### src/rtl/cltok_pkg.sv
// Shared types, constants and helpers for the CSV line field tokenizer.
// No dependencies; the top level and the output register import this package.
package cltok_pkg;

    localparam int MaxFieldDef = 32;

    localparam logic [7:0] QuoteChar = 8'h22;
    localparam logic [7:0] CommaChar = 8'h2C;
    localparam logic [7:0] SpaceChar = 8'h20;

    // configuration register indexes
    localparam logic CfgSep  = 1'b0;
    localparam logic CfgTrim = 1'b1;

    typedef enum logic [1:0] {
        M_IDLE,
        M_PLAIN,
        M_QUOTED,
        M_AFTER
    } t_mode;

    typedef enum logic [2:0] {
        S_IDLE,
        S_RD,
        S_EMIT,
        S_MARK,
        S_LINE
    } t_state;

    typedef struct packed {
        logic [7:0] out_char;
        logic       is_char;
        logic       field_end;
        logic       line_end;
        logic       unterminated;
        logic       overflow;
        logic       last;
    } t_result;

    function automatic logic is_ws(input logic [7:0] c);
        return (c == 8'h20) || ((c >= 8'h09) && (c <= 8'h0D)) ||
               (c == 8'h85) || (c == 8'hA0);
    endfunction

endpackage

### src/rtl/csv_line_field_tokenizer_unit.sv
// CSV line field tokenizer, top level: parse FSM, field buffer, emit sequencer.
// A field's first character beat follows the taking of its closing character through a
// buffer read, then an emit into the output register; a lone marker needs no buffer read.
// Each kept character takes a buffer read and an emit, a folded whitespace character a
// read with no beat, and each inserted space and marker an emit alone.
// Throughput: one character per cycle while a field fills; the input is held while a
// field is sent, through the read-then-emit sequence, and longer under any output stall.
// Reset (synchronous, active low): parser idle, field empty, separator comma, trim off.
module csv_line_field_tokenizer_unit #(
    parameter int MAX_FIELD = cltok_pkg::MaxFieldDef
) (
    input  logic       i_clk,
    input  logic       i_rst_n,
    // character channel
    input  logic       i_valid,
    output logic       o_stall,
    input  logic [7:0] i_ch,
    input  logic       i_line_last,
    // configuration writes
    input  logic       i_cfg_we,
    input  logic       i_cfg_idx,
    input  logic [7:0] i_cfg_data,
    // result channel
    output logic       o_valid,
    input  logic       i_stall,
    output logic [7:0] o_out_char,
    output logic       o_is_char,
    output logic       o_field_end,
    output logic       o_line_end,
    output logic       o_unterminated,
    output logic       o_overflow,
    output logic       o_last
);
    import cltok_pkg::*;

    localparam int LW = $clog2(MAX_FIELD + 1);  // holds a length 0..MAX_FIELD
    localparam int AW = $clog2(MAX_FIELD);      // buffer address

    // configuration
    logic [7:0] r_sep;
    logic       r_trim_en;

    // parser state, updated once per accepted beat
    t_mode         r_mode, n_mode;
    logic [LW-1:0] r_len, n_len;      // characters kept in the buffer
    logic [LW-1:0] r_tlen, n_tlen;    // length up to the last non-whitespace
    logic          r_fovf, n_fovf;    // characters dropped on a full buffer

    // emit sequencer
    t_state        r_state, n_state;
    logic [LW-1:0] r_idx, n_idx;
    logic [LW-1:0] r_end, n_end;
    logic          r_simp, n_simp;
    logic          r_gap, n_gap;
    logic          r_movf, n_movf;    // overflow flag for the field-end marker
    logic          r_line, n_line;    // line-end marker follows the field
    logic          r_unt, n_unt;

    // buffer ports
    logic          mem_we;
    logic [AW-1:0] mem_waddr;
    logic          mem_re;
    logic [7:0]    mem_rdata;

    // output register
    logic    oreg_load;
    t_result oreg_res;
    logic    oreg_free;

    // parse decode
    logic          in_acc;
    logic          is_q, is_sep, c_ws;
    logic          restart, wr, send, use_trim;
    t_mode         m1;
    logic [LW-1:0] base_len, base_tlen, len_new, tlen_new, end_sel;
    logic          base_ovf, ovf_new;
    logic          eol_send, eol_simp, any_send, unt_new;
    logic [LW-1:0] idx_inc;

    assign o_stall = (r_state != S_IDLE);
    assign in_acc  = i_valid && (r_state == S_IDLE);

    always_ff @(posedge i_clk) begin
        if (!i_rst_n) begin
            r_sep     <= CommaChar;
            r_trim_en <= 1'b0;
        end else if (i_cfg_we) begin
            unique case (i_cfg_idx)
                CfgSep:  r_sep     <= i_cfg_data;
                CfgTrim: r_trim_en <= i_cfg_data[0];
                default: ;
            endcase
        end
    end

    // Decode the accepted character into buffer write, field send and mode change.
    always_comb begin
        is_q     = (i_ch == QuoteChar);
        is_sep   = (i_ch == r_sep);
        c_ws     = is_ws(i_ch);
        restart  = 1'b0;
        wr       = 1'b0;
        send     = 1'b0;
        use_trim = 1'b0;
        m1       = r_mode;

        // at field start, quote wins over separator, separator over whitespace
        unique case (r_mode)
            M_IDLE: begin
                priority if (is_q) begin
                    restart = 1'b1;
                    m1      = M_QUOTED;
                end else if (is_sep) begin
                    restart = 1'b1;
                    send    = 1'b1;
                end else if (!c_ws) begin
                    restart = 1'b1;
                    wr      = 1'b1;
                    m1      = M_PLAIN;
                end else begin
                    // leading whitespace: skip it
                end
            end
            M_PLAIN: begin
                if (is_sep) begin
                    send     = 1'b1;
                    use_trim = 1'b1;
                    m1       = M_IDLE;
                end else begin
                    wr = 1'b1;
                end
            end
            M_QUOTED: begin
                if (is_q) begin
                    send = 1'b1;
                    m1   = M_AFTER;
                end else begin
                    wr = 1'b1;
                end
            end
            M_AFTER: begin
                if (is_sep) begin
                    m1 = M_IDLE;
                end
            end
            default: ;
        endcase

        base_len  = restart ? '0 : r_len;
        base_tlen = restart ? '0 : r_tlen;
        base_ovf  = restart ? 1'b0 : r_fovf;
        len_new   = base_len;
        tlen_new  = base_tlen;
        ovf_new   = base_ovf;
        mem_we    = 1'b0;
        mem_waddr = base_len[AW-1:0];

        // store the character, or drop it on a full buffer
        if (wr) begin
            if (base_len < LW'(MAX_FIELD)) begin
                mem_we  = in_acc;
                len_new = base_len + LW'(1);
                if (!c_ws) begin
                    tlen_new = base_len + LW'(1);
                end
            end else begin
                ovf_new = 1'b1;
            end
        end

        // line end: flush a pending plain field, drop a pending quoted one
        eol_send = i_line_last && (m1 == M_PLAIN);
        eol_simp = eol_send && r_trim_en;
        unt_new  = i_line_last && (m1 == M_QUOTED);
        any_send = send || eol_send;
        end_sel  = (use_trim || eol_simp) ? tlen_new : len_new;
    end

    // Sequencer: next state, buffer reads and result beats.
    always_comb begin
        n_mode    = r_mode;
        n_len     = r_len;
        n_tlen    = r_tlen;
        n_fovf    = r_fovf;
        n_state   = r_state;
        n_idx     = r_idx;
        n_end     = r_end;
        n_simp    = r_simp;
        n_gap     = r_gap;
        n_movf    = r_movf;
        n_line    = r_line;
        n_unt     = r_unt;
        mem_re    = 1'b0;
        oreg_load = 1'b0;
        oreg_res  = '0;
        idx_inc   = r_idx + LW'(1);

        unique case (r_state)
            S_IDLE: begin
                if (in_acc) begin
                    n_mode = i_line_last ? M_IDLE : m1;
                    if (any_send || i_line_last) begin
                        n_len  = '0;
                        n_tlen = '0;
                        n_fovf = 1'b0;
                    end else begin
                        n_len  = len_new;
                        n_tlen = tlen_new;
                        n_fovf = ovf_new;
                    end
                    n_idx  = '0;
                    n_end  = end_sel;
                    n_simp = eol_simp;
                    n_gap  = 1'b0;
                    n_movf = ovf_new;
                    n_line = i_line_last;
                    n_unt  = unt_new;
                    if (any_send) begin
                        n_state = (end_sel == '0) ? S_MARK : S_RD;
                    end else if (i_line_last) begin
                        n_state = S_LINE;
                    end
                end
            end
            S_RD: begin
                mem_re  = 1'b1;
                n_state = S_EMIT;
            end
            S_EMIT: begin
                if (oreg_free) begin
                    priority if (r_simp && is_ws(mem_rdata)) begin
                        // fold whitespace into a pending gap
                        n_gap   = 1'b1;
                        n_idx   = idx_inc;
                        n_state = (idx_inc == r_end) ? S_MARK : S_RD;
                    end else if (r_simp && r_gap) begin
                        // one space for the gap, hold the character
                        oreg_load        = 1'b1;
                        oreg_res.out_char = SpaceChar;
                        oreg_res.is_char = 1'b1;
                        n_gap            = 1'b0;
                    end else begin
                        oreg_load        = 1'b1;
                        oreg_res.out_char = mem_rdata;
                        oreg_res.is_char = 1'b1;
                        n_idx            = idx_inc;
                        n_state          = (idx_inc == r_end) ? S_MARK : S_RD;
                    end
                end
            end
            S_MARK: begin
                if (oreg_free) begin
                    oreg_load          = 1'b1;
                    oreg_res.field_end = 1'b1;
                    oreg_res.overflow  = r_movf;
                    oreg_res.last      = !r_line;
                    n_state            = r_line ? S_LINE : S_IDLE;
                end
            end
            S_LINE: begin
                if (oreg_free) begin
                    oreg_load             = 1'b1;
                    oreg_res.line_end     = 1'b1;
                    oreg_res.unterminated = r_unt;
                    oreg_res.last         = 1'b1;
                    n_state               = S_IDLE;
                end
            end
            default: n_state = S_IDLE;
        endcase
    end

    always_ff @(posedge i_clk) begin
        if (!i_rst_n) begin
            r_mode  <= M_IDLE;
            r_len   <= '0;
            r_tlen  <= '0;
            r_fovf  <= 1'b0;
            r_state <= S_IDLE;
        end else begin
            r_mode  <= n_mode;
            r_len   <= n_len;
            r_tlen  <= n_tlen;
            r_fovf  <= n_fovf;
            r_state <= n_state;
        end
    end

    // per-field payload, meaningful only while the sequencer is busy
    always_ff @(posedge i_clk) begin
        r_idx  <= n_idx;
        r_end  <= n_end;
        r_simp <= n_simp;
        r_gap  <= n_gap;
        r_movf <= n_movf;
        r_line <= n_line;
        r_unt  <= n_unt;
    end

    cltok_fbuf #(
        .DEPTH (MAX_FIELD),
        .AW    (AW)
    ) u_fbuf (
        .i_clk   (i_clk),
        .i_we    (mem_we),
        .i_waddr (mem_waddr),
        .i_wdata (i_ch),
        .i_re    (mem_re),
        .i_raddr (r_idx[AW-1:0]),
        .o_rdata (mem_rdata)
    );

    cltok_oreg u_oreg (
        .i_clk          (i_clk),
        .i_rst_n        (i_rst_n),
        .i_load         (oreg_load),
        .i_res          (oreg_res),
        .o_free         (oreg_free),
        .i_stall        (i_stall),
        .o_valid        (o_valid),
        .o_out_char     (o_out_char),
        .o_is_char      (o_is_char),
        .o_field_end    (o_field_end),
        .o_line_end     (o_line_end),
        .o_unterminated (o_unterminated),
        .o_overflow     (o_overflow),
        .o_last         (o_last)
    );

`ifndef SYNTH
    a_len_bound: assert property (@(posedge i_clk) disable iff (!i_rst_n)
        (r_len <= LW'(MAX_FIELD)) && (r_tlen <= r_len))
        else $error("field length out of range");

    a_idx_in_field: assert property (@(posedge i_clk) disable iff (!i_rst_n)
        ((r_state == S_RD) || (r_state == S_EMIT)) |-> (r_idx < r_end))
        else $error("buffer read past field end");

    a_eol_idle: assert property (@(posedge i_clk) disable iff (!i_rst_n)
        (in_acc && i_line_last) |=> ((r_mode == M_IDLE) && (r_len == '0)))
        else $error("parser not reset at line end");

    a_no_write_busy: assert property (@(posedge i_clk) disable iff (!i_rst_n)
        mem_we |-> (r_state == S_IDLE))
        else $error("buffer written while a field is sent");
`endif

endmodule

### src/rtl/cltok_fbuf.sv
// Field character buffer: one write port, one read port, registered read data.
// Depends on nothing; sized by the top level.
module cltok_fbuf #(
    parameter int DEPTH = 32,
    parameter int AW    = 5
) (
    input  logic          i_clk,
    input  logic          i_we,
    input  logic [AW-1:0] i_waddr,
    input  logic [7:0]    i_wdata,
    input  logic          i_re,
    input  logic [AW-1:0] i_raddr,
    output logic [7:0]    o_rdata
);

    logic [7:0] r_mem [DEPTH];
    logic [7:0] r_rdata;

    always_ff @(posedge i_clk) begin
        if (i_we) begin
            r_mem[i_waddr] <= i_wdata;
        end
    end

    // read data holds while no read is issued
    always_ff @(posedge i_clk) begin
        if (i_re) begin
            r_rdata <= r_mem[i_raddr];
        end
    end

    assign o_rdata = r_rdata;

endmodule

### src/rtl/cltok_oreg.sv
// Output register for result beats; decouples the emitter from downstream stall.
// Depends on cltok_pkg for the result struct.
module cltok_oreg (
    input  logic                i_clk,
    input  logic                i_rst_n,
    input  logic                i_load,
    input  cltok_pkg::t_result  i_res,
    output logic                o_free,
    input  logic                i_stall,
    output logic                o_valid,
    output logic [7:0]          o_out_char,
    output logic                o_is_char,
    output logic                o_field_end,
    output logic                o_line_end,
    output logic                o_unterminated,
    output logic                o_overflow,
    output logic                o_last
);
    import cltok_pkg::*;

    logic    r_valid;
    t_result r_res;

    assign o_free = !r_valid || !i_stall;

    always_ff @(posedge i_clk) begin
        if (!i_rst_n) begin
            r_valid <= 1'b0;
        end else if (o_free) begin
            r_valid <= i_load;
        end
    end

    always_ff @(posedge i_clk) begin
        if (o_free && i_load) begin
            r_res <= i_res;
        end
    end

    assign o_valid        = r_valid;
    assign o_out_char     = r_res.out_char;
    assign o_is_char      = r_res.is_char;
    assign o_field_end    = r_res.field_end;
    assign o_line_end     = r_res.line_end;
    assign o_unterminated = r_res.unterminated;
    assign o_overflow     = r_res.overflow;
    assign o_last         = r_res.last;

endmodule

### config.mk
export PLATFORM = sky130hd
export DESIGN_NAME = csv_line_field_tokenizer_unit
export DESIGN_NICKNAME = d
export VERILOG_FILES = /design/src/rtl/cltok_pkg.sv /design/src/rtl/csv_line_field_tokenizer_unit.sv /design/src/rtl/cltok_fbuf.sv /design/src/rtl/cltok_oreg.sv
export SDC_FILE = /design/constraint.sdc
export NUM_CORES = 1
export LEC_CHECK = 0
export BUFFER_PORTS_ARGS = -buffer_cell sky130_fd_sc_hd__buf_2
export CAP_MARGIN = 15
export CORE_UTILIZATION = 25
export CTS_CLUSTER_DIAMETER = 80
export CTS_CLUSTER_SIZE = 14
export DETAILED_ROUTE_END_ITERATION = 16
export GPL_ROUTABILITY_DRIVEN = 1
export SKIP_CTS_REPAIR_TIMING = 1
export SLEW_MARGIN = 10
export SYNTH_ARGS = -nofsm -noshare
export SYNTH_HDL_FRONTEND = slang
export SYNTH_SLANG_ARGS = --single-unit
### constraint.sdc
create_clock -name i_clk -period 6.2 [get_ports i_clk]
set_input_delay 0.31 -clock i_clk [delete_from_list [all_inputs] [get_ports i_clk]]
set_output_delay 0.31 -clock i_clk [all_outputs]
set_load 0.005 [all_outputs]
==> results of run 1 <==
[synth_stat cells (all sizes together), types with 2 or more instances]
cell	n
o31ai	2
xor2	16
a2bb2oi	2
a211oi	4
nor4	4
inv	13
nor2	77
mux4	80
mux2i	2
or2	2
nand3	19
nor3b	2
nor3	17
xnor2	11
nand4	2
o21ai	19
dfxtp	28
a31oi	3
edfxtp	295
a22oi	10
a21oi	23
mux2	10
a211o	2
clkbuf	29
ha	6
and3	6
buf	10
nand2	44
nand2b	3
nor2b	6
a221oi	3
o2bb2ai	2
a21o	2
or3	2
and2	12
a21boi	3
o211ai	2
[worst max-delay path: cells and delay by family]
kind                     cells  cell delay [ps]
buffers and inverters        2              640
adder cells (fa/ha/maj)      1              260
AND/OR/NAND/NOR              3             1450
AO/OA/AOI/OAI                4             1760
[worst paths after layout]
kind	from	to	slack (ps)	cells after the start
setup / recovery	i_ch[5]	u_fbuf.r_mem[23][7]$_DFFE_PP_	1940	10
hold / removal	i_cfg_data[0]	r_sep[0]$_SDFFE_PN0P_	20	3
hold reg to reg	r_sep[7]$_SDFFE_PN0P_	r_sep[7]$_SDFFE_PN0P_	470	2
setup reg to reg	r_sep[6]$_SDFFE_PN0P_	r_state[1]$_SDFFE_PN0P_	2410	14
[per-stage QoR]
stage                     total power, mW  cell area, µm²  worst slack (ps)  hold WS, ps  utilization [%]
after floorplan                      2.67           13500              2910          382                -
after CTS                            4.38           15200              1880        -63.5             28.7
after global placement               2.80           14400              1440          448             27.2
after global routing                 4.47           15200              1500         13.7             28.8
after detailed placement             2.80           14400              1290          462             27.2
final                                4.33           15200              1940         20.5             28.8
[layer usage]
layer / GRT usage, % / part of all wire [%] / up-vias
met5: 0 / 0 / -
met4: 3.15 / 1.9 / 0
met3: 1.25 / 3.6 / 33
met2: 19.2 / 52 / 150
met1: 14.0 / 43 / 3618
li1: - / - / 3200
[cells by family (layout without fill, tap and decap cells)]
group | count (synthesis) | after routing
adder cells (fa/ha/maj) | 6 | 6
AND/OR/NAND/NOR | 202 | 202
AO/OA/AOI/OAI | 90 | 90
flip-flops | 323 | 323
buffers and inverters | 52 | 102
XOR/XNOR | 27 | 27
other | 0 | 1
multiplexers | 92 | 92
[power groups by stage]
stage	Clock [mW]	Sequential [mW]	Combinational [mW]
2_1_floorplan	0	2.46	0.207
3_3_place_gp	0	2.47	0.322
3_5_place_dp	0	2.48	0.325
4_1_cts	1.62	2.43	0.326
5_1_grt	1.70	2.43	0.347
6_report	1.58	2.43	0.321
[area by class of cell]
cell class | count | area, µm²
clock inverters | 4 | 63.8
fillers | 5229 | 37600
flip-flops and latches | 323 | 9420
diodes | 1 | 2.50
repair buffers | 50 | 310
well taps | 688 | 861
inverters | 13 | 48.8
clock buffers | 35 | 706
multi-input cells | 417 | 3820
[state kept, by name (all words and copies together) (netlist names), 2 cells and up]
signal             flops
r_idx                  6
r_sep                  8
r_mode                 2
u_oreg.o_out_char      8
u_fbuf.o_rdata         8
r_tlen                 6
r_end                  6
r_state                3
r_len                  6
u_fbuf.r_mem         256
==> reports/qor.txt, run 1 <==
status: finished with violations
failing checks: design-rule violations
Net Count, Synth: 821
fin. max-slew vios: 0
NumNets Final: 861
fmax: 0.235 GHz
min cycle time layout: 4260 ps
Synth Warn #: 0
die area: 54800 µm²
PortBufs: 38
Max-Slew Margin vs Limit: 29.5%
worst slew pin tran: 1050 ps
main combinational cell family by area after synthesis: multiplexers
non-filler cells, final: 1531
Initial Util: 25.5%
first-pass GRT wire length: 44700 µm
gp weighted congestion: 0.821
Critical Path AT: 4450 ps
Startpoint Class: input pin
syn_area_per_cell: 17.0 µm²
Synth area leader: edfxtp_1
pin count of the biggest net entering global routing: 67
top cells by area, synth: edfxtp_1 (66%), mux4_2 (13%), dfxtp_1 (4.2%), nor2_1 (2.1%), nand2_1 (1.2%)
Die X: 234 µm
DRC: 1
Net Sw Power: 0.950 mW
Die Ht: 234 µm
Post-Synth Simple-Gate Area: 7.09%
clock power share: 36.5%
total track usage: 10.9%
synthesis-stage register bit count: 323
commonest non-fill, non-tap cell in the layout: edfxtp_1
Setup Crit Path Kind: input pin to flip-flop
Via-to-Cell Ratio: 4.57
initial DRC count: 564
Int Power: 3.38 mW
setup violators final: 0
CTS sink count: 323
Post-DP HPWL: 19100 µm
peak fanout along the critical path: 37
Bufs on Longest Clock Path: 3
Synth top area share: 65.8%
max_cap viols: 0
xor/xnor share of the synthesized area: 1.81%
number of H-tree levels: 1
CTS Buf Count: 27
Critical Path Slowest Stage Cell: nor2_1
Reg clk slew, reported paths: 60 ps
pwr/cell area: 284 nW/µm²
critical path endpoint category: flip-flop
crit share post-route: 68.8%
Clock Skew: 20.1 ps
max incr delay on CP: 770 ps
Core Rows: 84
Cell Chain, Critical Path: buf_2, or3b_1, a2111oi_2, o21ai_1, o21ai_2, nand2_1, inv_1, ha_1, o211ai_1, nor2_1
cell count after synthesis: 792
post-synthesis compound-gate area fraction: 4.56%
Worst-Skew Late Latency: 570 ps
Leak: 4.78 nW
Seq pwr share: 56.1%
DRT Pass-1 Iters: 7
total vias in the final route: 7001
cell area after synthesis: 13500 µm²
mux share of post-synthesis cell area: 14.4%
CP required: 6390 ps
RSZ-0062 raised after global routing: no
WL per Instance: 19.2 µm
core area: 52900 µm²
CTS root buf: clkbuf_16
Async S/R FF share, synth: 0%
largest vdd supply drop: 0.162 mV
num ports: 39
initial antenna violation count: 0
CTS tree: built
Area Growth Syn to Fin: 13.2%
most frequent cells in the layout: edfxtp_1 (295), mux4_2 (80), nor2_1 (77)
number of synthesized flops with an enable pin: 295
final hold violation count: 0
WL final: 29400 µm
grt ovf: 0
post-synthesis adder-cell area fraction: 0.558%
switching part of the total: 22.0%
setup_tns: 0 ps
cell count after placement: 1484
share of layout cells above drive strength 1: 21.0%
Cell variety after synth: 67
Antenna Nets Post-Route: 0
sequential share of the synthesized area: 70.0%
class of the worst hold path: input pin to flip-flop
Gate power share: 7.4%
top_reg_cell synth: edfxtp_1
vias in the first global route: 7138
No activity file was read; power rests on OpenSTA's default activity.
==> run 2, diff against run 1 <==
- clock period: 6.2 -> 4.45 ns (I/O delays scaled with it)
==> run 2 against run 1 <==
- the flow now finishes without violations
- combinational power up 44%
- sequential share of layout area fell by 1.8 points
- hold slack better by 12 ps
- critical path type is now flip-flop to flip-flop
- largest cell class unchanged
- largest power group unchanged
==> reports/qor.txt, run 2 (synthesis gave the netlist of run 1 again) <==
status: finished clean
max FFs per register: 256
peak fanout along the critical path: 7
Area Growth Syn to Fin: 16.5%
class of the worst hold path: input pin to flip-flop
setup violators final: 0
crit share post-route: 76.8%
Core Rows: 84
Leak: 5.04 nW
max_cap viols: 0
Crit path top cell by count: xor2_1
Crit path depth: 14
number of H-tree levels: 1
RSZ-0062 raised after global routing: no
WL per Instance: 19.6 µm
setup_tns: 0 ps
CTS Buf Count: 27
fin. max-slew vios: 0
most frequent cells in the layout: edfxtp_1 (295), mux4_2 (80), nor2_1 (77)
Bufs on Longest Clock Path: 3
vias in the first global route: 7525
pin count of the biggest net entering global routing: 69
Placed Instance Area: 14700 µm²
worst r2r dst: r_state[1]$_SDFFE_PN0P_
gp weighted congestion: 0.819
num ports: 39
worst slew pin tran: 1190 ps
critical path endpoint category: flip-flop
Post-DP HPWL: 20800 µm
CTS root buf: clkbuf_16
reg2reg setup slack: 1030 ps
Buffers & Inverters on Critical Path: 1
Die Ht: 234 µm
grt ovf: 0
Via-to-Cell Ratio: 4.57
NumNets Final: 914
core area: 52900 µm²
total track usage: 11.6%
pwr/cell area: 386 nW/µm²
DRT Pass-1 Iters: 7
Antenna Nets Post-Route: 0
Die X: 234 µm
Design Power: 6.05 mW
Worst R2R Start: r_sep[3]$_SDFFE_PN1P_
CTS tree: built
WL final: 31300 µm
PortBufs: 38
min cycle time layout: 3420 ps
worst-case reg-to-reg path depth: 14
Worst Setup SP: r_sep[3]$_SDFFE_PN1P_
commonest non-fill, non-tap cell in the layout: edfxtp_1
share of layout cells above drive strength 1: 24.2%
CTS sink count: 323
total vias in the final route: 7289
Initial Util: 25.5%
largest vdd supply drop: 0.334 mV
Worst-Skew Late Latency: 570 ps
DRC: 0
Max-Slew Margin vs Limit: 20.7%
CP required: 4950 ps
Clock Skew: 17.8 ps
Critical Path AT: 3920 ps
Cell Chain, Critical Path: xor2_1, nor4_1, and2_1, o21ai_2, nand2_1, inv_1, ha_1, nand3_1, xor2_1, nor2_1, a211oi_1, a21oi_1, or4_1, o21ai_1
die area: 54800 µm²
max incr delay on CP: 560 ps
Startpoint Class: flip-flop
initial antenna violation count: 2
Biggest register: u_fbuf.r_mem
fmax: 0.293 GHz
final instance area: 15700 µm²
Worst setup endpoint: r_state[1]$_SDFFE_PN0P_
Critical Path Slowest Stage Cell: nor4_1
Reg clk slew, reported paths: 70 ps
initial DRC count: 510
Worst path top cell family by delay: simple AND/OR/NAND/NOR gates
Setup Crit Path Kind: flip-flop to flip-flop
first-pass GRT wire length: 47200 µm
final hold violation count: 0
==> run 2: how the worst min path moves through the flow <==
stage                  start                            end  slack [ps]  cells past startpoint
4_1_cts        i_cfg_data[5]          r_sep[5]$_SDFFE_PN1P_        -140                      3
2_1_floorplan        i_rst_n          r_sep[2]$_SDFFE_PN1P_         290                      1
6_report             i_ch[6]  u_fbuf.r_mem[29][6]$_DFFE_PP_          30                      1
3_3_place_gp   i_cfg_data[5]          r_sep[5]$_SDFFE_PN1P_         450                      3
3_5_place_dp   i_cfg_data[5]          r_sep[5]$_SDFFE_PN1P_         450                      3
5_1_grt              i_ch[0]  u_fbuf.r_mem[10][0]$_DFFE_PP_          20                      1
==> run 2: worst reg2reg max path: stages, from the launching register on <==
cell      delay, ps
dfxtp_1         340
xor2_1          170
nor4_1          560
and2_1          250
o21ai_2         140
nand2_1         190
inv_1            80
ha_1            270
nand3_1         150
xor2_1          150
nor2_1           70
a211oi_1        230
a21oi_1          90
or4_1           530
o21ai_1         140
==> run 2: cell type report <==
cell class	instances	area, µm²
Multi-Input combinational cell	417	3820
Clock inverter	3	36.3
Timing Repair Buffer	103	743
Inverter	13	48.8
Sequential cell	323	9420
Tap cell	688	861
Antenna cell	1	2.50
Fill cell	5252	37200
Clock buffer	47	751
==> run 2: through the flow <==
step / cells / utilization [%] / setup slack, ps / hold WS, ps
4_1_cts: 1578 / 29.4 / 1040 / -145
3_5_place_dp: 1528 / 27.9 / 637 / 453
2_1_floorplan: 792 / - / 1250 / 294
6_report: 1595 / 29.7 / 1030 / 32.4
5_1_grt: 1594 / 29.7 / 791 / 18.8
3_3_place_gp: 1528 / 27.9 / 633 / 450
==> run 2: power breakdown <==
part           internal (mW)  switching [mW]
clock network           1.15            1.05
logic                  0.202           0.258
registers               3.35          0.0376
==> run 2: per-layer routing <==
metal	track usage (%)	routed length [µm]
met1	14.6	13000
met2	20.2	15900
met3	1.65	1430
met4	4.22	971
met5	0	10
==> run 3, diff against run 2 <==
- ABC_AREA: not set -> 1
- clock period: 4.45 -> 3.47 ns (I/O delays scaled with it)
==> run 3 against run 2 <==
- routed wire length is 9.4% higher
- sequential share of layout area is 0.77 points lower
- via count rose by 31%
- critical path type is now input pin to flip-flop
- global-route usage grew 0.47 points
- total power grew 33%
- critical path depth grew 9
- utilization fell by 0.26 points
- the run now ends with negative hold slack left
- cell count increased by 27%
==> reports/qor.txt, run 3 <==
max_cap viols: 0
Synth Warn #: 0
max incr delay on CP: 520 ps
worst-case reg-to-reg path depth: 8
largest vdd supply drop: 0.337 mV
CTS Buf Count: 27
Initial Util: 25.4%
pwr/cell area: 508 nW/µm²
Bufs on Longest Clock Path: 3
DRC: 0
initial antenna violation count: 1
number of H-tree levels: 1
Reg clk slew, reported paths: 70 ps
fillers: 5522
Cell Chain, Critical Path: dlygate4sd3_1, buf_2, nand2_1, inv_1, nand3_1, nand2_1, nand2_1, nand2_2, nand2_2, nand2_4, nand2_1, nor2_1, nand3_1, ha_1, nand2_1, nand2_1, nand2_1, nand3_1, nor2_1, nand2_1, nand2_1, nand2_1, a21oi_2
Setup Crit Path Kind: input pin to flip-flop
pin count of the biggest net entering global routing: 133
Buffers & Inverters on Critical Path: 3
Worst-Skew Late Latency: 560 ps
Critical Path Slowest Stage Cell: dlygate4sd3_1
initial DRC count: 923
final hold violation count: 1
cell area after synthesis: 13700 µm²
Cell variety after synth: 38
sequential share of the synthesized area: 68.7%
final instance area: 15900 µm²
Placed Instance Area: 15000 µm²
min cycle time layout: 2620 ps
Synth area leader: edfxtp_1
syn_area_per_cell: 10.9 µm²
top-count cell post-synth: edfxtp_1
Critical Path AT: 3100 ps
DRT Pass-1 Iters: 5
Die Ht: 236 µm
num ports: 39
cell count after synthesis: 1252
Area Growth Syn to Fin: 15.9%
peak fanout along the critical path: 16
max FFs per register: 256
CP required: 3950 ps
Via-to-Cell Ratio: 4.68
# diodes: 0
CTS root buf: clkbuf_16
RSZ-0062 raised after global routing: no
Biggest register: u_fbuf.r_mem
top_reg_cell synth: edfxtp_1
Synth top area share: 64.6%
first-pass GRT wire length: 52700 µm
commonest non-fill, non-tap cell in the layout: edfxtp_1
status: finished with violations
Commonest cells post-synth: edfxtp_1 (295), nor2_1 (236), nand2_1 (170), o21ai_0 (167), o22ai_1 (76)
failing checks: negative hold slack
share of layout cells above drive strength 1: 12.0%
Worst R2R Start: r_idx[0]$_SDFFCE_PP0P_
most frequent cells in the layout: edfxtp_1 (295), nor2_1 (236), nand2_1 (170)
number of synthesized flops with an enable pin: 295
Clock Skew: 19.3 ps
Worst path top cell family by delay: simple AND/OR/NAND/NOR gates
Die X: 236 µm
core area: 54000 µm²
reg2reg setup slack: 850 ps
worst slew pin tran: 790 ps
grt ovf: 0
setup_tns: 0 ps
worst r2r dst: u_fbuf.o_rdata[1]$_DFFE_PP_
setup violators final: 0
Worst setup endpoint: r_state[1]$_SDFFE_PN0P_
CTS tree: built
fin. max-slew vios: 0
Worst Setup SP: i_ch[7]
Crit path depth: 23
crit share post-route: 75.5%
final hold slack: -61.0 ps
class of the worst hold path: input pin to flip-flop
Post-DP HPWL: 21700 µm
total track usage: 12.1%
Antenna Nets Post-Route: 0
top cells by area, synth: edfxtp_1 (65%), nor2_1 (6.5%), o21ai_0 (6.1%), nand2_1 (4.7%), dfxtp_1 (4.1%)
Net Count, Synth: 1281
critical path endpoint category: flip-flop
Core Rows: 85
Crit path top cell by count: nand2_1
WL per Instance: 16.9 µm
Design Power: 8.07 mW
fmax: 0.382 GHz
CTS sink count: 323
die area: 55800 µm²
Leak: 5.53 nW
total vias in the final route: 9513
Async S/R FF share, synth: 0%
Max-Slew Margin vs Limit: 47.3%
PortBufs: 38
gp weighted congestion: 0.791
synthesis-stage register bit count: 323
WL final: 34300 µm
Startpoint Class: input pin
NumNets Final: 1355
vias in the first global route: 9228
[run 3: cell count changes after synthesis, sizes merged, moves of 66 or more]
| cell | previous run | this run |
|---|---|---|
| nor2 | 77 | 240 |
| nand2 | 44 | 184 |
| inv | 13 | 79 |
| o22ai | 1 | 76 |
| o21ai | 19 | 172 |
| mux4 | 80 | 0 |
[run 3: kinds of logic after synthesis]
family,Yosys count,share of synthesized area [%]
compound gates,296,11.9
simple gates,474,14.2
buf+inv,142,3.97
xor+xnor,11,0.703
fa+ha+maj,6,0.548
flops,323,68.7
[run 3: tightest hold or removal path, stage by stage]
cell     delay [ps]
buf_2            90
o21ai_0          80
a21oi_1         110
[run 3: metrics by stage]
stage          util (%)  hold slack, ps  std cells  worst slack, ps
6_report           29.4           -61.0       2031              850
5_1_grt            29.4          -0.739       2031              517
4_1_cts            29.1            -175       2016              907
3_5_place_dp       27.7             406       1978              673
3_3_place_gp       27.7             404       1978              689
2_1_floorplan         -             272       1252              902
[run 3: cell type report]
| class | instances | area [µm²] | share of cell area [%] |
|---|---|---|---|
| multi-input cells | 787 | 3750 | 23.6 |
| clock inverters | 2 | 36.3 | 0.228 |
| inverters | 80 | 304 | 1.91 |
| clock buffers | 36 | 709 | 4.47 |
| flip-flops and latches | 323 | 9420 | 59.3 |
| repair buffers | 107 | 796 | 5.01 |
| well taps | 696 | 871 | 5.48 |
[run 3: worst min path at each step]
stage | from | end | slack, ps | cells after the start
after floorplan | i_line_last | r_line$_DFFE_PP_ | 270 | 0
after global placement | i_cfg_data[3] | r_sep[3]$_SDFFE_PN1P_ | 400 | 3
after detailed placement | i_cfg_data[3] | r_sep[3]$_SDFFE_PN1P_ | 410 | 3
after CTS | i_cfg_data[3] | r_sep[3]$_SDFFE_PN1P_ | -180 | 3
after global routing | i_cfg_data[4] | r_sep[4]$_SDFFE_PN0P_ | -0.7 | 3
final | i_cfg_data[4] | r_sep[4]$_SDFFE_PN0P_ | -60 | 3
[run 3: where the power goes]
| part | internal (mW) | switching (mW) | total (mW) |
|---|---|---|---|
| logic | 0.285 | 0.674 | 0.959 |
| clock network | 1.43 | 1.33 | 2.76 |
| registers | 4.32 | 0.0343 | 4.36 |
[run 3: per-layer routing]
| layer | vias up | GRT usage [%] | routed length [µm] |
|---|---|---|---|
| li1 | 4541 | - | - |
| met5 | - | 0 | 0 |
| met2 | 263 | 20.9 | 16900 |
| met4 | 0 | 5.57 | 1380 |
| met1 | 4650 | 15.1 | 14600 |
| met3 | 59 | 1.14 | 1390 |
